### src/design/ps2mc_pkg.sv
// shared types and constants of the ps/2 mouse cursor tracker
package ps2mc_pkg;

    // coordinate width and position after reset
    localparam int COORD_BITS_DEFAULT = 12;
    localparam int POS_X_RESET        = 400;
    localparam int POS_Y_RESET        = 300;

    // configuration registers
    localparam int CFG_IDX_BITS  = 2;
    localparam int CFG_DATA_BITS = 13;
    localparam logic [CFG_IDX_BITS-1:0] REG_VIEW_WIDTH  = 2'd0;
    localparam logic [CFG_IDX_BITS-1:0] REG_VIEW_HEIGHT = 2'd1;
    localparam logic [CFG_DATA_BITS-1:0] VIEW_WIDTH_RESET  = 13'd800;
    localparam logic [CFG_DATA_BITS-1:0] VIEW_HEIGHT_RESET = 13'd600;

    // port widths
    localparam int RX_BITS    = 8;
    localparam int OUT_COORD  = 12;
    localparam int M_DATA_BITS = 32;

    // header bit positions
    localparam int HDR_LEFT   = 0;
    localparam int HDR_RIGHT  = 1;
    localparam int HDR_SYNC   = 3;
    localparam int HDR_SIGN_X = 4;
    localparam int HDR_SIGN_Y = 5;

    // depth of the queue between front and back
    localparam int QUEUE_DEPTH = 2;

    // position in the three-byte packet
    typedef enum logic [1:0] {
        PH_HEADER = 2'd0,
        PH_DX     = 2'd1,
        PH_DY     = 2'd2
    } phase_t;

    // one complete packet as handed to the back end
    typedef struct packed {
        logic       right_button;
        logic       left_button;
        logic       sign_y;
        logic       sign_x;
        logic [7:0] delta_x;
        logic [7:0] delta_y;
    } pkt_t;

endpackage

### src/design/ps2mc_front.sv
// byte front end: packet framing with header resync
module ps2mc_front (
    input  logic              aclk,
    input  logic              aresetn,
    input  logic              s_tvalid,
    output logic              s_tready,
    input  logic [7:0]        s_tdata,   // [7:0] rx_byte
    output logic              pkt_valid,
    input  logic              pkt_ready,
    output ps2mc_pkg::pkt_t   pkt_data
);

    ps2mc_pkg::phase_t phase_reg, phase_next;
    logic [7:0] header_reg;
    logic [7:0] dx_reg;
    logic       accept;
    logic       load_header;
    logic       load_dx;

    // stall the byte stream only while the queue is full
    assign s_tready = pkt_ready;
    assign accept   = s_tvalid && s_tready;

    // next phase
    always_comb begin
        phase_next = phase_reg;
        if (accept) begin
            unique case (phase_reg)
                ps2mc_pkg::PH_DX:     phase_next = ps2mc_pkg::PH_DY;
                ps2mc_pkg::PH_DY:     phase_next = ps2mc_pkg::PH_HEADER;
                default: begin
                    if (s_tdata[ps2mc_pkg::HDR_SYNC]) begin
                        phase_next = ps2mc_pkg::PH_DX;
                    end else begin
                        phase_next = ps2mc_pkg::PH_HEADER;
                    end
                end
            endcase
        end
    end

    // per-phase actions
    always_comb begin
        load_header = 1'b0;
        load_dx     = 1'b0;
        pkt_valid   = 1'b0;
        unique case (phase_reg)
            ps2mc_pkg::PH_DX: load_dx   = accept;
            ps2mc_pkg::PH_DY: pkt_valid = accept;
            default:          load_header = accept && s_tdata[ps2mc_pkg::HDR_SYNC];
        endcase
    end

    // packet record from stored header, stored x delta and current y byte
    always_comb begin
        pkt_data.right_button = header_reg[ps2mc_pkg::HDR_RIGHT];
        pkt_data.left_button  = header_reg[ps2mc_pkg::HDR_LEFT];
        pkt_data.sign_y       = header_reg[ps2mc_pkg::HDR_SIGN_Y];
        pkt_data.sign_x       = header_reg[ps2mc_pkg::HDR_SIGN_X];
        pkt_data.delta_x      = dx_reg;
        pkt_data.delta_y      = s_tdata;
    end

    // phase register
    always_ff @(posedge aclk) begin
        if (!aresetn) begin
            phase_reg <= ps2mc_pkg::PH_HEADER;
        end else begin
            phase_reg <= phase_next;
        end
    end

    // header and x delta hold
    always_ff @(posedge aclk) begin
        if (load_header) begin
            header_reg <= s_tdata;
        end
        if (load_dx) begin
            dx_reg <= s_tdata;
        end
    end

    // a packet leaves only on the y byte
    a_push_on_dy: assert property (@(posedge aclk) disable iff (!aresetn)
        pkt_valid |-> (phase_reg == ps2mc_pkg::PH_DY) && (phase_next == ps2mc_pkg::PH_HEADER))
        else $error("packet pushed outside y phase");

endmodule

### src/design/ps2mc_queue.sv
// short register queue between front and back end
module ps2mc_queue #(
    parameter int DEPTH = ps2mc_pkg::QUEUE_DEPTH
) (
    input  logic            aclk,
    input  logic            aresetn,
    input  logic            push_valid,
    output logic            push_ready,
    input  ps2mc_pkg::pkt_t push_data,
    output logic            pop_valid,
    input  logic            pop_ready,
    output ps2mc_pkg::pkt_t pop_data
);

    localparam int PTR_BITS = (DEPTH > 1) ? $clog2(DEPTH) : 1;
    localparam int CNT_BITS = $clog2(DEPTH + 1);

    ps2mc_pkg::pkt_t       entry_reg [DEPTH];
    logic [PTR_BITS-1:0]   wr_ptr_reg, wr_ptr_next;
    logic [PTR_BITS-1:0]   rd_ptr_reg, rd_ptr_next;
    logic [CNT_BITS-1:0]   count_reg, count_next;
    logic                  do_push;
    logic                  do_pop;

    assign push_ready = (count_reg != CNT_BITS'(DEPTH));
    assign pop_valid  = (count_reg != '0);
    assign pop_data   = entry_reg[rd_ptr_reg];
    assign do_push    = push_valid && push_ready;
    assign do_pop     = pop_valid && pop_ready;

    // pointer and count update, wrapping at the depth
    always_comb begin
        wr_ptr_next = wr_ptr_reg;
        rd_ptr_next = rd_ptr_reg;
        count_next  = count_reg;
        if (do_push) begin
            wr_ptr_next = (wr_ptr_reg == PTR_BITS'(DEPTH - 1)) ? '0 : wr_ptr_reg + 1'b1;
        end
        if (do_pop) begin
            rd_ptr_next = (rd_ptr_reg == PTR_BITS'(DEPTH - 1)) ? '0 : rd_ptr_reg + 1'b1;
        end
        case ({do_push, do_pop})
            2'b10:   count_next = count_reg + 1'b1;
            2'b01:   count_next = count_reg - 1'b1;
            default: count_next = count_reg;
        endcase
    end

    // control state
    always_ff @(posedge aclk) begin
        if (!aresetn) begin
            wr_ptr_reg <= '0;
            rd_ptr_reg <= '0;
            count_reg  <= '0;
        end else begin
            wr_ptr_reg <= wr_ptr_next;
            rd_ptr_reg <= rd_ptr_next;
            count_reg  <= count_next;
        end
    end

    // entry storage
    always_ff @(posedge aclk) begin
        if (do_push) begin
            entry_reg[wr_ptr_reg] <= push_data;
        end
    end

    a_count_bound: assert property (@(posedge aclk) disable iff (!aresetn)
        count_reg <= CNT_BITS'(DEPTH))
        else $error("queue count above depth");

    a_count_grow: assert property (@(posedge aclk) disable iff (!aresetn)
        (do_push && !do_pop) |=> (count_reg == $past(count_reg) + 1'b1))
        else $error("queue count did not grow on push");

endmodule

### src/design/ps2mc_back.sv
// back end: cursor update, viewport clamp and output register
module ps2mc_back #(
    parameter int COORD_BITS = ps2mc_pkg::COORD_BITS_DEFAULT
) (
    input  logic                                 aclk,
    input  logic                                 aresetn,
    input  logic [ps2mc_pkg::CFG_DATA_BITS-1:0]  view_width,
    input  logic [ps2mc_pkg::CFG_DATA_BITS-1:0]  view_height,
    input  logic                                 pkt_valid,
    output logic                                 pkt_ready,
    input  ps2mc_pkg::pkt_t                      pkt_data,
    output logic                                 m_tvalid,
    input  logic                                 m_tready,
    output logic [ps2mc_pkg::M_DATA_BITS-1:0]    m_tdata
);

    localparam int CAP = 1 << COORD_BITS;
    localparam int EW  = ((COORD_BITS + 2) > (ps2mc_pkg::CFG_DATA_BITS + 1))
                         ? (COORD_BITS + 2) : (ps2mc_pkg::CFG_DATA_BITS + 1);
    localparam int SW  = COORD_BITS + 2;
    localparam int OC  = ps2mc_pkg::OUT_COORD;

    logic [COORD_BITS-1:0] pos_x_reg, pos_x_next;
    logic [COORD_BITS-1:0] pos_y_reg, pos_y_next;
    logic [COORD_BITS-1:0] lim_x, lim_y;
    logic                  out_valid_reg;
    logic [OC-1:0]         out_x_reg, out_y_reg;
    logic                  out_left_reg, out_right_reg;
    logic                  pop;
    logic signed [8:0]     dx9, dy9;
    logic signed [SW-1:0]  sum_x, sum_y;

    // take a packet when the output register is free or draining
    assign pkt_ready = !out_valid_reg || m_tready;
    assign pop       = pkt_valid && pkt_ready;

    // largest coordinate from a viewport size
    function automatic logic [COORD_BITS-1:0] limit_of(
        input logic [ps2mc_pkg::CFG_DATA_BITS-1:0] size
    );
        logic [EW-1:0] s;
        s = EW'(size);
        if (s == '0) begin
            limit_of = '0;
        end else if (s > EW'(CAP)) begin
            limit_of = COORD_BITS'(CAP - 1);
        end else begin
            limit_of = COORD_BITS'(s - 1'b1);
        end
    endfunction

    // clamp a signed sum into zero to limit
    function automatic logic [COORD_BITS-1:0] clamp(
        input logic signed [SW-1:0] v,
        input logic [COORD_BITS-1:0] hi
    );
        if (v[SW-1]) begin
            clamp = '0;
        end else if (v[SW-2:0] > (SW-1)'(hi)) begin
            clamp = hi;
        end else begin
            clamp = v[COORD_BITS-1:0];
        end
    endfunction

    // new position: x added, y subtracted (screen y grows downward)
    always_comb begin
        lim_x = limit_of(view_width);
        lim_y = limit_of(view_height);
        dx9   = {pkt_data.sign_x, pkt_data.delta_x};
        dy9   = {pkt_data.sign_y, pkt_data.delta_y};
        sum_x = $signed({2'b00, pos_x_reg}) + SW'(dx9);
        sum_y = $signed({2'b00, pos_y_reg}) - SW'(dy9);
        pos_x_next = clamp(sum_x, lim_x);
        pos_y_next = clamp(sum_y, lim_y);
    end

    // position and output valid
    always_ff @(posedge aclk) begin
        if (!aresetn) begin
            pos_x_reg     <= COORD_BITS'(ps2mc_pkg::POS_X_RESET);
            pos_y_reg     <= COORD_BITS'(ps2mc_pkg::POS_Y_RESET);
            out_valid_reg <= 1'b0;
        end else begin
            if (pop) begin
                pos_x_reg <= pos_x_next;
                pos_y_reg <= pos_y_next;
            end
            if (pop) begin
                out_valid_reg <= 1'b1;
            end else if (m_tready) begin
                out_valid_reg <= 1'b0;
            end
        end
    end

    // output payload
    always_ff @(posedge aclk) begin
        if (pop) begin
            out_x_reg     <= OC'(pos_x_next);
            out_y_reg     <= OC'(pos_y_next);
            out_left_reg  <= pkt_data.left_button;
            out_right_reg <= pkt_data.right_button;
        end
    end

    assign m_tvalid = out_valid_reg;
    assign m_tdata  = {{(ps2mc_pkg::M_DATA_BITS - 2 * OC - 2){1'b0}},
                       out_right_reg, out_left_reg, out_y_reg, out_x_reg};

    a_pop_shows: assert property (@(posedge aclk) disable iff (!aresetn)
        pop |=> m_tvalid)
        else $error("taken packet not presented");

    a_out_tracks_pos: assert property (@(posedge aclk) disable iff (!aresetn)
        pop |=> (out_x_reg == OC'(pos_x_reg)) && (out_y_reg == OC'(pos_y_reg)))
        else $error("output differs from tracked position");

endmodule

### src/design/ps2_mouse_cursor_tracker_core.sv
// top level of the ps/2 mouse cursor tracker
//
// channel  | dir | ports                         | item
// ---------+-----+-------------------------------+----------------------------------------
// s_       | in  | s_tvalid s_tready s_tdata[7:0] | rx_byte
// m_       | out | m_tvalid m_tready m_tdata[31:0]| cursor_x, cursor_y, left, right buttons
// cfg_     | in  | cfg_valid cfg_ready cfg_index  | 0 view_width, 1 view_height
//          |     | cfg_data[12:0]                 |
//
// one byte per cycle while the packet queue has room; a packet's third byte writes
// the queue entry, and the output register is loaded when the back takes that entry
// the front stalls only when the two-entry packet queue is full; the back takes
// a packet whenever its output register is empty or being read
// synchronous active-low reset: phase to header, cursor to (400, 300), viewport
// to 800 x 600; configuration is always ready, unknown indexes are dropped
module ps2_mouse_cursor_tracker_core #(
    parameter int COORD_BITS = ps2mc_pkg::COORD_BITS_DEFAULT
) (
    input  logic                                aclk,
    input  logic                                aresetn,
    input  logic                                s_tvalid,
    output logic                                s_tready,
    input  logic [ps2mc_pkg::RX_BITS-1:0]       s_tdata,    // [7:0] rx_byte
    output logic                                m_tvalid,
    input  logic                                m_tready,
    // [11:0] cursor_x, [23:12] cursor_y, [24] left_button, [25] right_button
    output logic [ps2mc_pkg::M_DATA_BITS-1:0]   m_tdata,
    input  logic                                cfg_valid,
    output logic                                cfg_ready,
    input  logic [ps2mc_pkg::CFG_IDX_BITS-1:0]  cfg_index,
    input  logic [ps2mc_pkg::CFG_DATA_BITS-1:0] cfg_data
);

    logic [ps2mc_pkg::CFG_DATA_BITS-1:0] view_width_reg;
    logic [ps2mc_pkg::CFG_DATA_BITS-1:0] view_height_reg;
    logic            fq_valid, fq_ready;
    ps2mc_pkg::pkt_t fq_data;
    logic            qb_valid, qb_ready;
    ps2mc_pkg::pkt_t qb_data;

    assign cfg_ready = 1'b1;

    // viewport registers
    always_ff @(posedge aclk) begin
        if (!aresetn) begin
            view_width_reg  <= ps2mc_pkg::VIEW_WIDTH_RESET;
            view_height_reg <= ps2mc_pkg::VIEW_HEIGHT_RESET;
        end else if (cfg_valid && cfg_ready) begin
            unique case (cfg_index)
                ps2mc_pkg::REG_VIEW_WIDTH:  view_width_reg  <= cfg_data;
                ps2mc_pkg::REG_VIEW_HEIGHT: view_height_reg <= cfg_data;
                default: ;
            endcase
        end
    end

    // packet framing
    ps2mc_front u_front (
        .aclk      (aclk),
        .aresetn   (aresetn),
        .s_tvalid  (s_tvalid),
        .s_tready  (s_tready),
        .s_tdata   (s_tdata),
        .pkt_valid (fq_valid),
        .pkt_ready (fq_ready),
        .pkt_data  (fq_data)
    );

    // packet queue
    ps2mc_queue #(
        .DEPTH (ps2mc_pkg::QUEUE_DEPTH)
    ) u_queue (
        .aclk       (aclk),
        .aresetn    (aresetn),
        .push_valid (fq_valid),
        .push_ready (fq_ready),
        .push_data  (fq_data),
        .pop_valid  (qb_valid),
        .pop_ready  (qb_ready),
        .pop_data   (qb_data)
    );

    // cursor update
    ps2mc_back #(
        .COORD_BITS (COORD_BITS)
    ) u_back (
        .aclk        (aclk),
        .aresetn     (aresetn),
        .view_width  (view_width_reg),
        .view_height (view_height_reg),
        .pkt_valid   (qb_valid),
        .pkt_ready   (qb_ready),
        .pkt_data    (qb_data),
        .m_tvalid    (m_tvalid),
        .m_tready    (m_tready),
        .m_tdata     (m_tdata)
    );

endmodule

### config.mk
export PLATFORM = sky130hd
export DESIGN_NAME = ps2_mouse_cursor_tracker_core
export DESIGN_NICKNAME = d
export VERILOG_FILES = /design/src/design/ps2mc_pkg.sv /design/src/design/ps2mc_front.sv /design/src/design/ps2mc_queue.sv /design/src/design/ps2mc_back.sv /design/src/design/ps2_mouse_cursor_tracker_core.sv
export SDC_FILE = /design/constraint.sdc
export NUM_CORES = 1
export LEC_CHECK = 0
export ABC_CLOCK_PERIOD_IN_PS = 4000
export BUFFER_PORTS_ARGS = -buffer_cell sky130_fd_sc_hd__buf_2
export CORE_MARGIN = 2
export CORE_UTILIZATION = 40
export DETAILED_ROUTE_END_ITERATION = 10
export PLACE_DENSITY = 0.67
export SYNTH_ARGS = -nofsm -noshare
export SYNTH_HDL_FRONTEND = slang
export SYNTH_HIERARCHICAL = 1
export SYNTH_SLANG_ARGS = --single-unit
### constraint.sdc
create_clock -name aclk -period 4 [get_ports aclk]
set_input_delay 0.4 -clock aclk [delete_from_list [all_inputs] [get_ports aclk]]
set_output_delay 0.4 -clock aclk [all_outputs]
set_load 0.05 [all_outputs]
==> impl_metrics.csv, run 1 <==
group,metric,value,unit
place,gp_congestion,0.868,
logic_synthesis,synth_edf_count,78,
logic_synthesis,synthDominantCellAreaShare,0.295,
grt,grt_busiest_layer,"met2",
sta,slew_headroom,0.342,
floorplanning,row_count,51,
grt,grt_pass1_vias,5950,
power,switchingPower,3.00,mW
status,violations,"negative setup slack",
logic_synthesis,synth_common_cells,"edfxtp_1 (78), nand2_1 (72), nor2_1 (64)",
sta,setup_violations,47,
floorplanning,core-area,19500,um^2
place,dpl_worst_slack,-0.274,ns
logic_synthesis,yosysTopAreaCell,"edfxtp_1",
grt,use_met3,0.0382,
power,fin_total_pwr,7.79,mW
sta,maxSlewViolCount,0,
cells_and_area,largest_reg_flops,40,
setup_path,cpPeakStageDelay,0.43,ns
setup_path,arrival,4.47,ns
setup_path,cpMostUsedCell,"buf_4",
place,place_inst,1128,
cells_and_area,drive_gt1_frac,0.323,
sta,post-route-period-util,1.05,
logic_synthesis,yosys_warnings,6,
route,drc,0,
grt,use_met2,0.319,
sta,setup_ws,-0.195,ns
route,ant_nets,0,
floorplanning,dieArea,21000,um^2
sta,clock_skew,0.00519,ns
logic_synthesis,ys_ff_latch,136,
grt,met1_usage,0.227,
sta,hold_viol,0,
grt,grt_use_total,0.184,
cts,htree_levels,4,
setup_path,worst-setup-path-type,"flop to flop",
logic_synthesis,ys_seq_area_frac,0.442,
place,hpwlAfterDp,13100,um
place,io_buffers,55,
status,status,"finished with violations",
logic_synthesis,async_reset_ff_frac,0,
power,switching_share,0.385,
cts,cts-root-buf,"clkbuf_16",
sta,timing.hold.ws,0.197,ns
sta,max_freq,238,MHz
logic_synthesis,post-synth-top-count-cell,"edfxtp_1",
setup_path,worstPathCellList,"buf_6 -> buf_4 -> buf_4 -> mux2_2 -> inv_1 -> ha_1 -> or3_4 -> o211ai_1 -> nand2_1 -> xor2_2 -> inv_2 -> ha_4 -> nand3_2 -> or4_4 -> o21ai_2 -> and3_4 -> buf_8 -> mux2_4 -> nor2_1",
setup_path,cpLargestDelayFamily,"simple AND/OR/NAND/NOR gates",
setup_path,end_kind,"flop",
route,totalWireLength,18800,um
cells_and_area,antenna_cells,0,
route,first_iter_violations,300,
place,placed_cell_area,8820,um^2
grt,grt_max_degree,48,
logic_synthesis,syn_avg_cell_area,10.2,um^2
power,powerDensity,766,nW/um^2
power,vdd_drop_max,0.396,mV
route,routedWlPerCell,15.9,um
route,via_per_inst,5.09,
cts,cts_sinks,136,
grt,antenna_found_initial,0,
logic_synthesis,yosysUniqueCellTypes,78,
setup_path,timing.critical_path.fanout_max,5,
route,dr.pass1.iters,4,
job,maxCapViolations,0,
power,seqPwrFrac,0.243,
logic_synthesis,synth_cells,778,
sta,rsz0062_at_grt,"true",
logic_synthesis,synth_ff_type,"edfxtp_1",
route,vias,6031,
cts,clk_path_buf_depth,2,
grt,grt_pass1_wl,29800,um
cells_and_area,fin_nets,993,
setup_path,required,4.28,ns
logic_synthesis,synth_area,7930,um^2
cts,clk_latency,0.42,ns
sta,tns,-5.43,ns
cts,tritoncts,"built",
power,power_frac_clock,0.190,
power,p_leak,4.08,nW
grt,overflow,0,
worst_hold_path,holdCritPathClass,"input pin to flop",
floorplanning,ios,63,
floorplanning,die_w,145,um
setup_path,startpoint_type,"flop",
cells_and_area,area_growth,28.2,%
cells_and_area,final_core_utilization,0.523,
power,p_int,4.79,mW
power,pwr-share-comb,0.567,
logic_synthesis,synth.area.top_cells,"edfxtp_1 (30%), dfxtp_1 (15%), ha_1 (9.0%)",
floorplanning,start_util,0.408,
cts,numCtsBuffers,17,
sta,fin_crit,4.19,ns
sta,worst_slew_pin_slew,0.987,ns
cells_and_area,instances_no_fill,1184,
floorplanning,die_h,145,um
setup_path,crit_buf_inv,6,
cells_and_area,final_area,10200,um^2
setup_path,cp_slowest_cell,"or4_4",
cts,clk_pin_slew,0.06,ns
==> final timing paths <==
kind,to,slack [ns],from,depth (start not counted)
max,u_back/out_y_reg[7]$_DFFE_PP_,-0.19,flop,19
min,u_queue/entry_reg[1][6]$_DFFE_PP_,0.20,s_tdata[6],1
max reg2reg,u_back/out_y_reg[7]$_DFFE_PP_,-0.19,flop,19
min reg2reg,u_queue/entry_reg[1][13]$_DFFE_PP_,0.44,u_front/dx_reg[5]$_DFFE_PP_,0
==> final cells by class <==
| cell class | count | area, um^2 |
|---|---|---|
| Fill cell | 1681 | 9290 |
| Multi-Input combinational cell | 550 | 4550 |
| Sequential cell | 136 | 3510 |
| Timing Repair Buffer | 142 | 1010 |
| Clock buffer | 22 | 444 |
| Tap cell | 265 | 332 |
| Inverter | 59 | 221 |
| Clock inverter | 10 | 106 |
==> layout by cell type, fill, tap and decap left out, types with 6 or more instances in the layout <==
master	Yosys	routed
inv_2	0	7
o31ai_1	10	7
buf_4	19	74
mux2i_1	40	22
buf_6	2	9
edfxtp_1	78	78
nor2_1	64	61
inv_1	58	51
ha_1	57	45
o21ai_2	3	7
o211ai_1	8	8
xnor2_1	17	14
o21ai_1	4	16
mux2i_4	0	12
nor3_1	11	10
buf_2	9	55
nand2b_1	6	6
mux2_4	2	11
a21oi_1	29	27
mux2i_2	0	6
a21o_1	10	10
o21a_1	18	18
clkbuf_16	0	17
nor2b_1	14	10
dfxtp_1	58	57
nand3_1	9	8
mux2_2	26	17
nand2_1	72	72
ha_4	0	11
o21ai_0	42	26
conb_1	2	7
==> cells by family (layout without fill, tap and decap cells) <==
logic type	after synthesis	in the layout	share of synthesized area
xor+xnor	26	26	0.0287
flops	136	136	0.442
buf+inv	97	233	0.0583
simple gates	231	231	0.150
compound gates	158	158	0.133
other cells	2	7	0.000947
fa+ha+maj	60	60	0.0962
mux	68	68	0.0912
==> what timing repair did <==
item / in CTS / in global routing
resized for setup: 72 / 55
pin swaps: 28 / 29
endpoints found under the setup margin: 48 / 48
setup buffers: 19 / 5
hold buffers: 0 / 0
cloned: 0 / 0
==> power by group through the flow <==
stage,sequential (mW),combinational [mW],clock (mW)
6_report,1.90,4.41,1.48
5_1_grt,1.91,4.76,1.57
4_1_cts,1.89,3.90,1.51
3_5_place_dp,1.91,3.34,0
3_3_place_gp,1.91,3.29,0
2_1_floorplan,2.14,2.01,0
==> layer usage <==
layer	part of all wire	vias up	wire length [um]
met5	0	-	0
met4	0.018	0	333
met3	0.033	27	612
met2	0.51	93	9640
met1	0.44	2872	8200
li1	-	3039	-
No activity file was read; power rests on OpenSTA's default activity.
==> inputs of run 2 (changes only) <==
Settings changed: SKIP_CTS_REPAIR_TIMING set to 1.
==> run 2 against run 1 <==
Compared with the run above:
- the flow still finishes with violations (negative setup slack)
- fmax down 2.0%
- worst setup slack worse by 0.084 ns
- die area unchanged
- critical path depth up 1
- final area down 1.5%
- combinational power down 2%
- critical path type unchanged
- critical endpoint is now u_back/out_y_reg[5]$_DFFE_PP_
- largest power group unchanged
- highest routed layer unchanged
==> impl_metrics.csv, run 2 (synthesis results as in run 1) <==
group,metric,value,unit
status,status,"finished with violations",
status,violations,"negative setup slack",
sta,tns,-8.81,ns
cts,clk_latency,0.42,ns
route,top_layer,"met4",
route,totalWireLength,18400,um
route,drc,0,
sta,hold_viol,0,
grt,grt_use_total,0.176,
power,p_leak,4.01,nW
grt,antenna_found_initial,0,
route,vias,6029,
cells_and_area,final_core_utilization,0.515,
cts,clk_pin_slew,0.06,ns
cells_and_area,final_cell_mix,"edfxtp_1 (78), nand2_1 (72), buf_4 (60), nor2_1 (59), dfxtp_1 (57)",
cts,htree_levels,4,
worst_hold_path,holdCritPathClass,"input pin to flop",
setup_path,end_kind,"flop",
sta,fin_crit,4.28,ns
grt,grt_max_degree,48,
sta,setup_violations,48,
cts,clk_path_buf_depth,2,
sta,clock_skew,0.00546,ns
route,wl_met2,9320,um
setup_path,worst-setup-path-type,"flop to flop",
route,dr.pass1.iters,5,
sta,max_freq,234,MHz
cells_and_area,antenna_cells,0,
sta,slew_headroom,0.346,
place,hpwlAfterDp,13100,um
setup_path,timing.critical_path.fanout_max,7,
cts,numCtsBuffers,17,
cells_and_area,drive_gt1_frac,0.307,
cts,cts_sinks,136,
sta,rsz0062_at_grt,"true",
setup_path,startpoint_type,"flop",
route,wl_met1,8100,um
route,routedWlPerCell,15.7,um
cells_and_area,largest_reg_flops,40,
floorplanning,die_h,145,um
setup_path,arrival,4.44,ns
route,via_per_inst,5.15,
floorplanning,core-area,19500,um^2
grt,grt_pass1_wl,28500,um
sta,post-route-period-util,1.07,
sta,setup_ws,-0.279,ns
power,vdd_drop_max,0.410,mV
power,powerDensity,767,nW/um^2
grt,overflow,0,
floorplanning,die_w,145,um
floorplanning,start_util,0.408,
route,first_iter_violations,265,
cells_and_area,area_growth,26.3,%
floorplanning,row_count,51,
grt,grt_pass1_vias,5693,
place,gp_congestion,0.868,
sta,worst_slew_pin_slew,0.981,ns
route,wl_met3,618,um
place,dpl_worst_slack,-0.274,ns
sta,timing.hold.ws,0.196,ns
cts,cts-root-buf,"clkbuf_16",
cells_and_area,layout_commonest_cell,"edfxtp_1",
cts,tritoncts,"built",
place,io_buffers,55,
setup_path,required,4.16,ns
floorplanning,ios,63,
job,maxCapViolations,0,
cells_and_area,fin_nets,980,
route,ant_nets,0,
sta,maxSlewViolCount,0,
floorplanning,dieArea,21000,um^2
run 2: cell types whose count changed in the layout (fill, tap and decap cells not counted), moves of 2 or more:
cell,change
o31ai_4,-2
buf_4,-14
nor2b_1,+2
o21ai_1,-4
o31ai_2,+3
o21ai_0,+2
nor2_1,-2
nor2_2,+2
ha_1,+3
o21ai_2,+2
ha_4,-2
run 2: per-layer routing:
layer / vias up / GRT usage
li1: 3003 / -
met1: 2898 / 0.225
met2: 100 / 0.299
met3: 28 / 0.0346
met4: 0 / 0.0552
met5: - / 0
run 2: path summary, 6_finish.rpt:
path                                                  start                                 end  slack (ns)  depth (start not counted)
worst max-delay path                                   flop       u_back/out_y_reg[5]$_DFFE_PP_       -0.28                         20
worst min-delay path                             s_tdata[6]   u_queue/entry_reg[1][6]$_DFFE_PP_        0.20                          1
worst max register to register                         flop       u_back/out_y_reg[5]$_DFFE_PP_       -0.28                         20
worst min register to register  u_front/dx_reg[5]$_DFFE_PP_  u_queue/entry_reg[1][13]$_DFFE_PP_        0.44                          0
run 2: cell type report:
cell class,count,area (um^2)
tap,265,332
inverter,59,221
clock inverter,10,106
fill,1710,9440
sequential,136,3510
timing repair buffer,129,913
multi-input combinational,550,4500
clock buffer,22,444
run 2: power by group:
| group | switching (mW) | total, mW | internal [mW] |
|---|---|---|---|
| Combinational | 2.27 | 4.32 | 2.04 |
| Clock | 0.568 | 1.48 | 0.910 |
| Sequential | 0.126 | 1.89 | 1.76 |
| Total | 2.96 | 7.68 | 4.72 |
run 2: stage by stage:
stage          cells  instance area (um^2)  power (mW)
2_1_floorplan    783                  7970        4.15
3_3_place_gp    1128                  8820        5.20
3_5_place_dp    1128                  8820        5.25
4_1_cts         1160                  9370        6.75
5_1_grt         1171                 10000        8.13
6_report        1171                 10000        7.68
run 2: worst max-delay path, stage by stage (launching register included):
cell and delay, ns:
dfxtp_4 0.36, buf_6 0.11, mux2_4 0.29, inv_2 0.06, ha_4 0.19, buf_6 0.12
nor2b_4 0.11, o31a_1 0.35, o31ai_4 0.30, a21oi_2 0.11, mux2i_1 0.14, nor2_2 0.20
inv_2 0.08, ha_4 0.27, nand3_2 0.07, or4_4 0.49, o21ai_2 0.08, and3_4 0.23
buf_12 0.15, mux2i_4 0.24, nor2_1 0.07
